[src/hdl/fhp_pkg.sv]
// ----------------------------------------------------------------------------
// fhp_pkg: shared types and constants of the L2-L4 flow header parser
// Holds the field types of the input and result words, the status codes and
// the protocol numbers that the parser recognizes.
// ----------------------------------------------------------------------------
package fhp_pkg;

  // Field types of the input and result words
  typedef logic [7:0]  byte_t;
  typedef logic [2:0]  status_t;
  typedef logic [63:0] addr_t;
  typedef logic [15:0] half_t;

  // Result word as held in the output register
  typedef struct packed {
    status_t status;
    logic    is_ipv6;
    byte_t   ip_proto;
    addr_t   src_addr_high;
    addr_t   src_addr_low;
    addr_t   dst_addr_high;
    addr_t   dst_addr_low;
    half_t   src_port;
    half_t   dst_port;
    half_t   payload_len;
  } result_t;

  // Status codes
  localparam status_t ST_OK            = 3'd0;
  localparam status_t ST_NOT_IP        = 3'd1;
  localparam status_t ST_TRUNC         = 3'd2;
  localparam status_t ST_BAD_NH        = 3'd3;
  localparam status_t ST_BAD_TRANSPORT = 3'd4;
  localparam status_t ST_TOO_MANY_EXT  = 3'd5;
  localparam status_t ST_OVERSIZE      = 3'd6;

  // Ethertypes
  localparam half_t ETH_IPV4 = 16'h0800;
  localparam half_t ETH_IPV6 = 16'h86DD;

  // IP protocol / next header numbers
  localparam byte_t NH_HOP_BY_HOP = 8'd0;
  localparam byte_t NH_TCP        = 8'd6;
  localparam byte_t NH_UDP        = 8'd17;
  localparam byte_t NH_ROUTING    = 8'd43;
  localparam byte_t NH_FRAGMENT   = 8'd44;
  localparam byte_t NH_DEST_OPT   = 8'd60;

  // Header lengths in bytes
  localparam logic [6:0] TCP_MIN_HLEN = 7'd20;
  localparam logic [6:0] UDP_HLEN     = 7'd8;

endpackage

[src/hdl/fhp_in_if.sv]
// ----------------------------------------------------------------------------
// fhp_in_if: frame byte channel
// Carries one captured frame byte per word, with a flag on the final byte.
// ----------------------------------------------------------------------------
interface fhp_in_if;
  logic          valid;
  logic          ready;
  fhp_pkg::byte_t data_byte;
  logic          last_byte;

  modport source (output valid, output data_byte, output last_byte, input ready);
  modport sink   (input valid, input data_byte, input last_byte, output ready);
endinterface

[src/hdl/fhp_out_if.sv]
// ----------------------------------------------------------------------------
// fhp_out_if: parse result channel
// Carries one result word per frame: status, IP version, protocol,
// addresses, ports and payload length.
// ----------------------------------------------------------------------------
interface fhp_out_if;
  logic             valid;
  logic             ready;
  fhp_pkg::status_t status;
  logic             is_ipv6;
  fhp_pkg::byte_t   ip_proto;
  fhp_pkg::addr_t   src_addr_high;
  fhp_pkg::addr_t   src_addr_low;
  fhp_pkg::addr_t   dst_addr_high;
  fhp_pkg::addr_t   dst_addr_low;
  fhp_pkg::half_t   src_port;
  fhp_pkg::half_t   dst_port;
  fhp_pkg::half_t   payload_len;

  modport source (
    output valid, output status, output is_ipv6, output ip_proto,
    output src_addr_high, output src_addr_low, output dst_addr_high,
    output dst_addr_low, output src_port, output dst_port, output payload_len,
    input ready
  );
  modport sink (
    input valid, input status, input is_ipv6, input ip_proto,
    input src_addr_high, input src_addr_low, input dst_addr_high,
    input dst_addr_low, input src_port, input dst_port, input payload_len,
    output ready
  );
endinterface

[src/hdl/l2_l4_flow_header_parser_top.sv]
// ----------------------------------------------------------------------------
// l2_l4_flow_header_parser_top: Ethernet / IPv4 / IPv6 / TCP / UDP parser
// Takes a frame one byte per word and gives one result word at its last byte.
// Result path: an accepted last byte passes the input register, then the
// result register, where its result word becomes valid.
// Throughput: one byte per cycle; a last byte waits in the input register
// only while the result register is still full and stalled.
// Reset: asynchronous; clears the parse state and both registers' valid flags.
// ----------------------------------------------------------------------------
module l2_l4_flow_header_parser_top #(
  parameter int MAX_EXT_HEADERS = 8
) (
  input logic           clk_i,
  input logic           rst_ni,
  fhp_in_if.sink        in_i,
  fhp_out_if.source     out_o
);

  typedef enum logic [2:0] {
    PH_ETH,
    PH_IPV4,
    PH_IPV6,
    PH_EXT,
    PH_TRANSPORT,
    PH_ERROR
  } phase_e;

  localparam logic [3:0] MaxExt = 4'(MAX_EXT_HEADERS);

  // Input register
  logic           in_valid_q;
  fhp_pkg::byte_t in_byte_q;
  logic           in_last_q;
  logic           process;
  logic           out_free;

  // Parse state
  phase_e           phase_q, phase_d;
  logic [15:0]      offset_q, offset_d;
  logic [15:0]      ether_q, ether_d;
  fhp_pkg::byte_t   nh_q, nh_d;
  logic [15:0]      seo_q, seo_d;
  logic [15:0]      ts_q, ts_d;
  logic [3:0]       ext_q, ext_d;
  fhp_pkg::addr_t   src_hi_q, src_hi_d, src_lo_q, src_lo_d;
  fhp_pkg::addr_t   dst_hi_q, dst_hi_d, dst_lo_q, dst_lo_d;
  logic [31:0]      ports_q, ports_d;
  logic [6:0]       thl_q, thl_d;
  fhp_pkg::status_t err_q, err_d;
  logic             frag_q, frag_d;
  logic [15:0]      udp_q, udp_d;

  // Result register
  logic             out_valid_q, out_valid_d;
  fhp_pkg::result_t res_q, res_d;

  assign out_free = !out_valid_q || out_o.ready;
  assign process  = in_valid_q && (!in_last_q || out_free);
  assign in_i.ready = !in_valid_q || process;

  // Capture the incoming word
  always_ff @(posedge clk_i or negedge rst_ni) begin
    if (!rst_ni) begin
      in_valid_q <= 1'b0;
    end else if (in_i.ready) begin
      in_valid_q <= in_i.valid;
    end
  end

  always_ff @(posedge clk_i) begin
    if (in_i.ready && in_i.valid) begin
      in_byte_q <= in_i.data_byte;
      in_last_q <= in_i.last_byte;
    end
  end

  // Advance the parse state by one byte and form the result at the last byte
  always_comb begin
    logic [15:0]      off;
    logic [15:0]      rel;
    fhp_pkg::byte_t   b;
    logic [7:0]       hl;
    logic             enter;
    fhp_pkg::byte_t   en_type;
    logic [15:0]      en_start;
    logic [16:0]      sum;
    logic [16:0]      caplen;
    logic [16:0]      after;
    fhp_pkg::status_t st;

    phase_d  = phase_q;
    offset_d = offset_q;
    ether_d  = ether_q;
    nh_d     = nh_q;
    seo_d    = seo_q;
    ts_d     = ts_q;
    ext_d    = ext_q;
    src_hi_d = src_hi_q;
    src_lo_d = src_lo_q;
    dst_hi_d = dst_hi_q;
    dst_lo_d = dst_lo_q;
    ports_d  = ports_q;
    thl_d    = thl_q;
    err_d    = err_q;
    frag_d   = frag_q;
    udp_d    = udp_q;
    res_d    = res_q;
    out_valid_d = out_valid_q && !out_o.ready;

    off      = offset_q;
    b        = in_byte_q;
    rel      = off - ts_q;
    hl       = '0;
    enter    = 1'b0;
    en_type  = nh_q;
    en_start = '0;
    sum      = '0;
    caplen   = '0;
    after    = '0;
    st       = fhp_pkg::ST_OK;

    if (process) begin
      if (off == 16'hFFFF) begin
        // Frame too long: flag it unless an earlier fault stands
        if (err_q == fhp_pkg::ST_OK) begin
          err_d   = fhp_pkg::ST_OVERSIZE;
          phase_d = PH_ERROR;
        end
      end else begin
        case (phase_q)
          PH_ETH: begin
            if (off == 16'd12 || off == 16'd13) begin
              ether_d = {ether_q[7:0], b};
            end
            if (off == 16'd13) begin
              if (ether_d == fhp_pkg::ETH_IPV4) begin
                phase_d = PH_IPV4;
              end else if (ether_d == fhp_pkg::ETH_IPV6) begin
                phase_d = PH_IPV6;
              end else begin
                err_d   = fhp_pkg::ST_NOT_IP;
                phase_d = PH_ERROR;
              end
            end
          end
          PH_IPV4: begin
            if (off == 16'd14) begin
              hl = {2'b00, b[3:0], 2'b00};
              if (hl < 8'd20) begin
                hl = 8'd20;
              end
              ts_d = 16'd14 + {8'd0, hl};
            end else if (off == 16'd23) begin
              nh_d = b;
            end else if (off >= 16'd26 && off <= 16'd29) begin
              src_lo_d = {32'd0, src_lo_q[23:0], b};
            end else if (off >= 16'd30 && off <= 16'd33) begin
              dst_lo_d = {32'd0, dst_lo_q[23:0], b};
            end
            if (off >= 16'd33 && ({1'b0, off} + 17'd1) == {1'b0, ts_d}) begin
              phase_d = PH_TRANSPORT;
              if (nh_d == fhp_pkg::NH_TCP) begin
                thl_d = fhp_pkg::TCP_MIN_HLEN;
              end else if (nh_d == fhp_pkg::NH_UDP) begin
                thl_d = fhp_pkg::UDP_HLEN;
              end else begin
                thl_d = '0;
              end
            end
          end
          PH_IPV6: begin
            if (off == 16'd20) begin
              nh_d = b;
            end else if (off >= 16'd22 && off <= 16'd29) begin
              src_hi_d = {src_hi_q[55:0], b};
            end else if (off >= 16'd30 && off <= 16'd37) begin
              src_lo_d = {src_lo_q[55:0], b};
            end else if (off >= 16'd38 && off <= 16'd45) begin
              dst_hi_d = {dst_hi_q[55:0], b};
            end else if (off >= 16'd46 && off <= 16'd53) begin
              dst_lo_d = {dst_lo_q[55:0], b};
            end
            if (off == 16'd53) begin
              enter    = 1'b1;
              en_type  = nh_d;
              en_start = 16'd54;
            end
          end
          PH_EXT: begin
            if (rel == 16'd0) begin
              nh_d = b;
            end
            if (rel == 16'd1 && !frag_q) begin
              sum   = {1'b0, ts_q} + {6'd0, b, 3'b000} + 17'd8;
              seo_d = sum[16] ? 16'hFFFF : sum[15:0];
            end
            if ((frag_q || rel >= 16'd1) && ({1'b0, off} + 17'd1) == {1'b0, seo_d}) begin
              enter    = 1'b1;
              en_type  = nh_d;
              en_start = seo_d;
            end
          end
          PH_TRANSPORT: begin
            if (rel <= 16'd3) begin
              ports_d = {ports_q[23:0], b};
            end
            if (nh_q == fhp_pkg::NH_TCP && rel == 16'd12) begin
              hl    = {2'b00, b[7:4], 2'b00};
              thl_d = (hl < 8'd20) ? fhp_pkg::TCP_MIN_HLEN : hl[6:0];
            end else if (nh_q == fhp_pkg::NH_UDP && rel == 16'd4) begin
              udp_d = {b, 8'd0};
            end else if (nh_q == fhp_pkg::NH_UDP && rel == 16'd5) begin
              udp_d = {udp_q[15:8], b};
              if (udp_d == 16'd0 || udp_d > 16'd8) begin
                thl_d = fhp_pkg::UDP_HLEN;
              end else begin
                thl_d = udp_d[6:0];
              end
            end
          end
          default: begin
          end
        endcase

        // Open the next section: transport, extension header or fault
        if (enter) begin
          case (en_type)
            fhp_pkg::NH_TCP, fhp_pkg::NH_UDP: begin
              phase_d = PH_TRANSPORT;
              ts_d    = en_start;
              nh_d    = en_type;
              thl_d   = (en_type == fhp_pkg::NH_TCP) ? fhp_pkg::TCP_MIN_HLEN
                                                     : fhp_pkg::UDP_HLEN;
            end
            fhp_pkg::NH_HOP_BY_HOP, fhp_pkg::NH_ROUTING,
            fhp_pkg::NH_FRAGMENT, fhp_pkg::NH_DEST_OPT: begin
              if (ext_q >= MaxExt) begin
                err_d   = fhp_pkg::ST_TOO_MANY_EXT;
                phase_d = PH_ERROR;
              end else begin
                ext_d   = ext_q + 4'd1;
                ts_d    = en_start;
                frag_d  = (en_type == fhp_pkg::NH_FRAGMENT);
                sum     = {1'b0, en_start} + 17'd8;
                if (frag_d) begin
                  seo_d = sum[16] ? 16'hFFFF : sum[15:0];
                end else begin
                  seo_d = 16'hFFFF;
                end
                phase_d = PH_EXT;
              end
            end
            default: begin
              err_d   = fhp_pkg::ST_BAD_NH;
              phase_d = PH_ERROR;
            end
          endcase
        end
      end

      if (!in_last_q) begin
        // Advance the offset, saturating at the top
        if (off != 16'hFFFF) begin
          offset_d = off + 16'd1;
        end
      end else begin
        // Close the frame: decide the status and load the result
        caplen = {1'b0, off} + 17'd1;
        after  = caplen - {1'b0, ts_d};
        if (err_d != fhp_pkg::ST_OK) begin
          st = err_d;
        end else if (phase_d != PH_TRANSPORT) begin
          st = fhp_pkg::ST_TRUNC;
        end else if (after == 17'd0) begin
          st = fhp_pkg::ST_TRUNC;
        end else if (nh_d != fhp_pkg::NH_TCP && nh_d != fhp_pkg::NH_UDP) begin
          st = fhp_pkg::ST_BAD_TRANSPORT;
        end else if (after <= {10'd0, thl_d}) begin
          st = fhp_pkg::ST_TRUNC;
        end else if (nh_d == fhp_pkg::NH_UDP && after < 17'd6) begin
          st = fhp_pkg::ST_TRUNC;
        end else begin
          st = fhp_pkg::ST_OK;
        end

        res_d        = '0;
        res_d.status = st;
        if (st == fhp_pkg::ST_OK) begin
          res_d.is_ipv6       = (ether_d == fhp_pkg::ETH_IPV6);
          res_d.ip_proto      = nh_d;
          res_d.src_addr_high = src_hi_d;
          res_d.src_addr_low  = src_lo_d;
          res_d.dst_addr_high = dst_hi_d;
          res_d.dst_addr_low  = dst_lo_d;
          res_d.src_port      = ports_d[31:16];
          res_d.dst_port      = ports_d[15:0];
          res_d.payload_len   = 16'(after - {10'd0, thl_d});
        end
        out_valid_d = 1'b1;

        // Return to the start-of-frame state
        phase_d  = PH_ETH;
        offset_d = '0;
        ether_d  = '0;
        nh_d     = '0;
        seo_d    = '0;
        ts_d     = '0;
        ext_d    = '0;
        src_hi_d = '0;
        src_lo_d = '0;
        dst_hi_d = '0;
        dst_lo_d = '0;
        ports_d  = '0;
        thl_d    = '0;
        err_d    = fhp_pkg::ST_OK;
        frag_d   = 1'b0;
        udp_d    = '0;
      end
    end
  end

  // Hold the parse state and the result register
  always_ff @(posedge clk_i or negedge rst_ni) begin
    if (!rst_ni) begin
      phase_q     <= PH_ETH;
      offset_q    <= '0;
      ether_q     <= '0;
      nh_q        <= '0;
      seo_q       <= '0;
      ts_q        <= '0;
      ext_q       <= '0;
      src_hi_q    <= '0;
      src_lo_q    <= '0;
      dst_hi_q    <= '0;
      dst_lo_q    <= '0;
      ports_q     <= '0;
      thl_q       <= '0;
      err_q       <= fhp_pkg::ST_OK;
      frag_q      <= 1'b0;
      udp_q       <= '0;
      out_valid_q <= 1'b0;
    end else begin
      phase_q     <= phase_d;
      offset_q    <= offset_d;
      ether_q     <= ether_d;
      nh_q        <= nh_d;
      seo_q       <= seo_d;
      ts_q        <= ts_d;
      ext_q       <= ext_d;
      src_hi_q    <= src_hi_d;
      src_lo_q    <= src_lo_d;
      dst_hi_q    <= dst_hi_d;
      dst_lo_q    <= dst_lo_d;
      ports_q     <= ports_d;
      thl_q       <= thl_d;
      err_q       <= err_d;
      frag_q      <= frag_d;
      udp_q       <= udp_d;
      out_valid_q <= out_valid_d;
    end
  end

  always_ff @(posedge clk_i) begin
    res_q <= res_d;
  end

  // Drive the result channel
  assign out_o.valid         = out_valid_q;
  assign out_o.status        = res_q.status;
  assign out_o.is_ipv6       = res_q.is_ipv6;
  assign out_o.ip_proto      = res_q.ip_proto;
  assign out_o.src_addr_high = res_q.src_addr_high;
  assign out_o.src_addr_low  = res_q.src_addr_low;
  assign out_o.dst_addr_high = res_q.dst_addr_high;
  assign out_o.dst_addr_low  = res_q.dst_addr_low;
  assign out_o.src_port      = res_q.src_port;
  assign out_o.dst_port      = res_q.dst_port;
  assign out_o.payload_len   = res_q.payload_len;

  // A new result word follows only a processed last byte
  a_result_from_last: assert property (@(posedge clk_i) disable iff (!rst_ni)
    $rose(out_valid_q) |-> $past(process && in_last_q))
    else $error("result word without a last byte");

  // A good result carries TCP or UDP
  a_ok_transport: assert property (@(posedge clk_i) disable iff (!rst_ni)
    (out_valid_q && res_q.status == fhp_pkg::ST_OK) |->
      (res_q.ip_proto == fhp_pkg::NH_TCP || res_q.ip_proto == fhp_pkg::NH_UDP))
    else $error("ok status with a non TCP/UDP protocol");

  // A faulted result carries zero fields
  a_err_zero: assert property (@(posedge clk_i) disable iff (!rst_ni)
    (out_valid_q && res_q.status != fhp_pkg::ST_OK) |->
      (res_q.src_port == '0 && res_q.payload_len == '0 && res_q.ip_proto == '0))
    else $error("faulted result with nonzero fields");

  // The extension count stays within its bound
  a_ext_bound: assert property (@(posedge clk_i) disable iff (!rst_ni)
    ext_q <= MaxExt)
    else $error("extension count over bound");

endmodule
[src/flat_wrapper.sv]
// flat-port wrapper written by rule: the top's interface ports become plain ports
module l2_l4_flow_header_parser_top_flat 
#(
  parameter int MAX_EXT_HEADERS = 8
)
  (clk_i, rst_ni, in_i_valid, in_i_data_byte, in_i_last_byte, in_i_ready, out_o_valid, out_o_status, out_o_is_ipv6, out_o_ip_proto, out_o_src_addr_high, out_o_src_addr_low, out_o_dst_addr_high, out_o_dst_addr_low, out_o_src_port, out_o_dst_port, out_o_payload_len, out_o_ready);
  fhp_in_if in_i_i ();
  fhp_out_if out_o_i ();
  input logic clk_i;
  input logic rst_ni;
  input wire logic [$bits(in_i_i.valid)-1:0] in_i_valid;
  input wire logic [$bits(in_i_i.data_byte)-1:0] in_i_data_byte;
  input wire logic [$bits(in_i_i.last_byte)-1:0] in_i_last_byte;
  output wire logic [$bits(in_i_i.ready)-1:0] in_i_ready;
  output wire logic [$bits(out_o_i.valid)-1:0] out_o_valid;
  output wire logic [$bits(out_o_i.status)-1:0] out_o_status;
  output wire logic [$bits(out_o_i.is_ipv6)-1:0] out_o_is_ipv6;
  output wire logic [$bits(out_o_i.ip_proto)-1:0] out_o_ip_proto;
  output wire logic [$bits(out_o_i.src_addr_high)-1:0] out_o_src_addr_high;
  output wire logic [$bits(out_o_i.src_addr_low)-1:0] out_o_src_addr_low;
  output wire logic [$bits(out_o_i.dst_addr_high)-1:0] out_o_dst_addr_high;
  output wire logic [$bits(out_o_i.dst_addr_low)-1:0] out_o_dst_addr_low;
  output wire logic [$bits(out_o_i.src_port)-1:0] out_o_src_port;
  output wire logic [$bits(out_o_i.dst_port)-1:0] out_o_dst_port;
  output wire logic [$bits(out_o_i.payload_len)-1:0] out_o_payload_len;
  input wire logic [$bits(out_o_i.ready)-1:0] out_o_ready;
  assign in_i_i.valid = in_i_valid;
  assign in_i_i.data_byte = in_i_data_byte;
  assign in_i_i.last_byte = in_i_last_byte;
  assign in_i_ready = in_i_i.ready;
  assign out_o_valid = out_o_i.valid;
  assign out_o_status = out_o_i.status;
  assign out_o_is_ipv6 = out_o_i.is_ipv6;
  assign out_o_ip_proto = out_o_i.ip_proto;
  assign out_o_src_addr_high = out_o_i.src_addr_high;
  assign out_o_src_addr_low = out_o_i.src_addr_low;
  assign out_o_dst_addr_high = out_o_i.dst_addr_high;
  assign out_o_dst_addr_low = out_o_i.dst_addr_low;
  assign out_o_src_port = out_o_i.src_port;
  assign out_o_dst_port = out_o_i.dst_port;
  assign out_o_payload_len = out_o_i.payload_len;
  assign out_o_i.ready = out_o_ready;
  l2_l4_flow_header_parser_top #(.MAX_EXT_HEADERS(MAX_EXT_HEADERS)) u_core (.clk_i(clk_i), .rst_ni(rst_ni), .in_i(in_i_i), .out_o(out_o_i));
endmodule
[config.mk]
export PLATFORM = sky130hd
export DESIGN_NAME = l2_l4_flow_header_parser_top_flat
export DESIGN_NICKNAME = d
export VERILOG_FILES = /design/src/hdl/fhp_pkg.sv /design/src/hdl/fhp_in_if.sv /design/src/hdl/fhp_out_if.sv /design/src/hdl/l2_l4_flow_header_parser_top.sv /design/src/flat_wrapper.sv
export SDC_FILE = /design/constraint.sdc
export NUM_CORES = 2
export LEC_CHECK = 0
export BUFFER_PORTS_ARGS = -buffer_cell sky130_fd_sc_hd__buf_2
export CAP_MARGIN = 20
export CORE_ASPECT_RATIO = 1.25
export CORE_MARGIN = 2
export CORE_UTILIZATION = 55
export CTS_BUF_LIST = sky130_fd_sc_hd__clkbuf_8
export CTS_CLUSTER_SIZE = 14
export DETAILED_ROUTE_END_ITERATION = 10
export PLACE_DENSITY = 0.83
export SYNTH_ARGS = -nofsm -noshare
export SYNTH_HDL_FRONTEND = slang
export SYNTH_SLANG_ARGS = --single-unit
[constraint.sdc]
create_clock -name clk_i -period 11 [get_ports clk_i]
set_input_delay 0.55 -clock clk_i [delete_from_list [all_inputs] [get_ports clk_i]]
set_output_delay 0.55 -clock clk_i [all_outputs]
set_load 0.005 [all_outputs]
==> impl_metrics.tcl <==
set metrics [dict create \
    tightestPinTransition_ps 1170 \
    min_from "in_i_data_byte[1]" \
    drt_first_pass_iters 7 \
    yosys-top-cells-area "edfxtp_1 26%, dfrtp_1 26%, nand2_1 7.5%, o21ai_0 5.0%, a21oi_1 4.1%" \
    rows 106 \
    tns_ps 0 \
    power_switching_mw 2.06 \
    worst_hold_slack_ps 61.0 \
    synth_area_um2 37100 \
    power_frac_comb_pct 17.8 \
    yosysWarnings 0 \
    ys_seq_elements 713 \
    design_area_um2 42200 \
    avgRoutedWirePerCell_um 22.4 \
    dp.cells 4895 \
    status "complete, no violations" \
    power_mw 6.70 \
    dieArea_um2 69500 \
    ir_worst_vdd_uv 96.6 \
    core_area_um2 66800 \
    grt_pass1_wl_mm 176 \
    r2r-start "u_core.ts_q[2]" \
    pwr-share-seq_pct 47.9 \
    antenna_found_initial 2 \
    root_buffer "clkbuf_8" \
    synth_top_flop_cell "dfrtp_1" \
    p_sw_share_pct 30.7 \
    fin_skew_ps 37.1 \
    p_clk_share_pct 34.2 \
    min_to "u_core.in_byte_q[1]" \
    worst_slack_ps 567 \
    drtAntennaViolNets 0 \
    grt.overflow.total 0 \
    cp.arrival_ps 10930 \
    post-route-util_pct 63.2 \
    maxCapViolCount 0 \
    grt_max_degree 123 \
    postCtsSetupBuffers 0 \
    reg2reg_setup_slack_ps 570 \
    yosysTopAreaCellShare_pct 26.3 \
    finalCritPeriodShare_pct 94.8 \
    insertion_delay_ps 750 \
    io_pins 331 \
    routed_wl_mm 115 \
    die_h_um 294 \
    route.detailed.drc 0 \
    numCtsBuffers 108 \
    dpl_cell_area_um2 39800 \
    avgSynthCellArea_um2 9.60 \
    hold_path_class "primary input to flip-flop" \
    grt_pass1_vias 30800 \
    yosys.area.top_type "edfxtp_1" \
    layout.cells.non_filler 5118 \
    cellLeakagePower_nw 17.1 \
    clk_path_buf_depth 3 \
    p_int_mw 4.65 \
    dp_hpwl_mm 75.5 \
    gp_congestion 1.04 \
    power_density_nw_per_um2 159 \
    cts_tree "done" \
    end_kind "flip-flop" \
    first_iter_violations 4263 \
    synth_edf_count 325 \
    holdPathStages 1 \
    synth_cell_types 81 \
    required_ps 11500 \
    syn2layout_area_growth_pct 13.9 \
    grtUsageTotal_pct 32.2 \
    fmax_mhz 95.8 \
    fin_nets 4236 \
    slew_viol_final 0 \
    vias 32500 \
    clk_pin_slew_worst_paths_ps 70 \
    rsz0062_at_grt "false" \
    setup_viol 0 \
    dieWidth_um 236 \
    critPathMaxStageDelay_ps 610 \
    maxSlewHeadroom_pct 22.1 \
    min_period_ps 10430 \
    numPortBuffers 330 \
    cp-start-kind "flip-flop" \
    rr_worst_depth 37 \
    drive_gt1_share_pct 17.4 \
    worstSetupPathType "flip-flop to flip-flop" \
    start_util_pct 55.5 \
    via_per_inst 6.35 \
    slowest_stage "dfrtp_1" \
    worstPathMaxFanout 37 \
    r2r-end "u_core.out_o.src_addr_low[20]" \
    synth-seq-area-share_pct 52.5 \
    cts_htree_levels 3 \
    hold_viol_final 0 \
    synth_cells 3862 \
    pre_cts_ws_ps 787 \
    synthArstFlopShare_pct 54.4 \
    clkSinkCount 713 \
]
cells by family after synthesis:
family,Yosys count,synth area share (%)
xor+xnor,84,2.00
other cells,1,0.0101
simple gates,1328,16.1
buf+inv,332,3.62
compound gates,1275,21.7
mux,61,1.67
fa+ha+maj,68,2.37
flops,713,52.5
critical path: cells and delay by family, from the launching register on:
| kind | cells | cell delay, ps |
|---|---|---|
| AO/OA/AOI/OAI | 13 | 3240 |
| XOR/XNOR | 2 | 360 |
| adder cells (fa/ha/maj) | 2 | 660 |
| buffers and inverters | 6 | 1270 |
| flip-flops | 1 | 610 |
| multiplexers | 1 | 390 |
| AND/OR/NAND/NOR | 13 | 3550 |
what timing repair did:
action                                  in CTS  in global routing
hold buffers                                10                  0
endpoints found under the hold margin      112                  0
resized for setup                            0                  1
endpoints found under the setup margin       0                159
metal layers:
metal  vias up  global-route usage (%)  share of wire [%]
met4         0                    18.1                5.8
met1     15700                    41.6                 38
met3       396                    6.04                8.9
li1      14500                       -                  -
met5         -                       0                  0
met2      1838                    51.5                 47
sequential cells by signal (all words and copies together) (netlist names), 32 cells and up:
name,count
u_core.dst_hi_q,64
u_core.dst_lo_q,64
u_core.out_o.dst_addr_high,64
u_core.out_o.dst_addr_low,64
u_core.out_o.src_addr_high,64
u_core.out_o.src_addr_low,64
u_core.ports_q,32
u_core.src_hi_q,64
u_core.src_lo_q,64
synthesized netlist by cell type, types with 22 or more instances:
master and n:
a21boi_0 158, a21o_1 39, a21oi_1 301, a22o_1 73
a22oi_1 173, and2_1 29, clkbuf_1 239, dfrtp_1 388
edfxtp_1 325, ha_1 64, inv_1 66, mux2i_1 53
nand2_1 738, nand2b_1 22, nand3_1 83, nand4_1 23
nor2_1 191, nor2_2 80, nor3_1 32, nor4_1 26
o21ai_0 374, xnor2_1 59, xor2_1 24
placed cells by master, fill, tap and decap left out, types with 22 or more instances in the layout:
master    instances
a21boi_0        158
nand2b_1         22
and2_1           29
xnor2_1          59
xor2_1           24
inv_1            94
ha_1             64
clkbuf_8        130
edfxtp_1        325
nor2_1          185
o21ai_0         374
buf_4            92
nor4_1           25
a22oi_1         173
dfrtp_1         388
nand2_1         737
buf_2           329
nor2_2           84
mux2i_1          53
nor3_1           29
nand3_1          81
a21oi_1         299
nand4_1          23
a22o_1           73
a21o_1           38
worst max-delay path by stage:
| stage | endpoint | depth (start not counted) | startpoint |
|---|---|---|---|
| 2_1_floorplan | u_core.out_o.payload_len[10] | 42 | u_core.offset_q[0] |
| 3_3_place_gp | u_core.out_o.dst_addr_high[24] | 36 | u_core.ts_q[2] |
| 3_5_place_dp | u_core.out_o.src_addr_high[59] | 36 | u_core.ts_q[2] |
| 4_1_cts | u_core.out_o.dst_addr_high[0] | 36 | u_core.ts_q[2] |
| 5_1_grt | u_core.out_o.dst_addr_high[32] | 36 | u_core.ts_q[2] |
| 6_report | u_core.out_o.src_addr_low[20] | 37 | u_core.ts_q[2] |
power groups by stage:
| stage | combinational, mW | sequential, mW | clock (mW) |
|---|---|---|---|
| 2_1_floorplan | 0.771 | 3.21 | 0 |
| 5_1_grt | 1.31 | 3.24 | 2.43 |
| 4_1_cts | 1.17 | 3.20 | 2.31 |
| 3_3_place_gp | 1.13 | 3.24 | 0 |
| 6_report | 1.19 | 3.21 | 2.29 |
| 3_5_place_dp | 1.16 | 3.25 | 0 |
cell type report:
cell class                 instances  area (µm²)
timing repair buffer             446        2730
multi-input combinational       2820       16400
tap                              864        1080
clock buffer                     130        1790
inverter                          66         255
sequential                       713       19500
antenna                            6        15.0
fill                            5311       24600
clock inverter                    73         489
(Power assumes the default switching activity.)
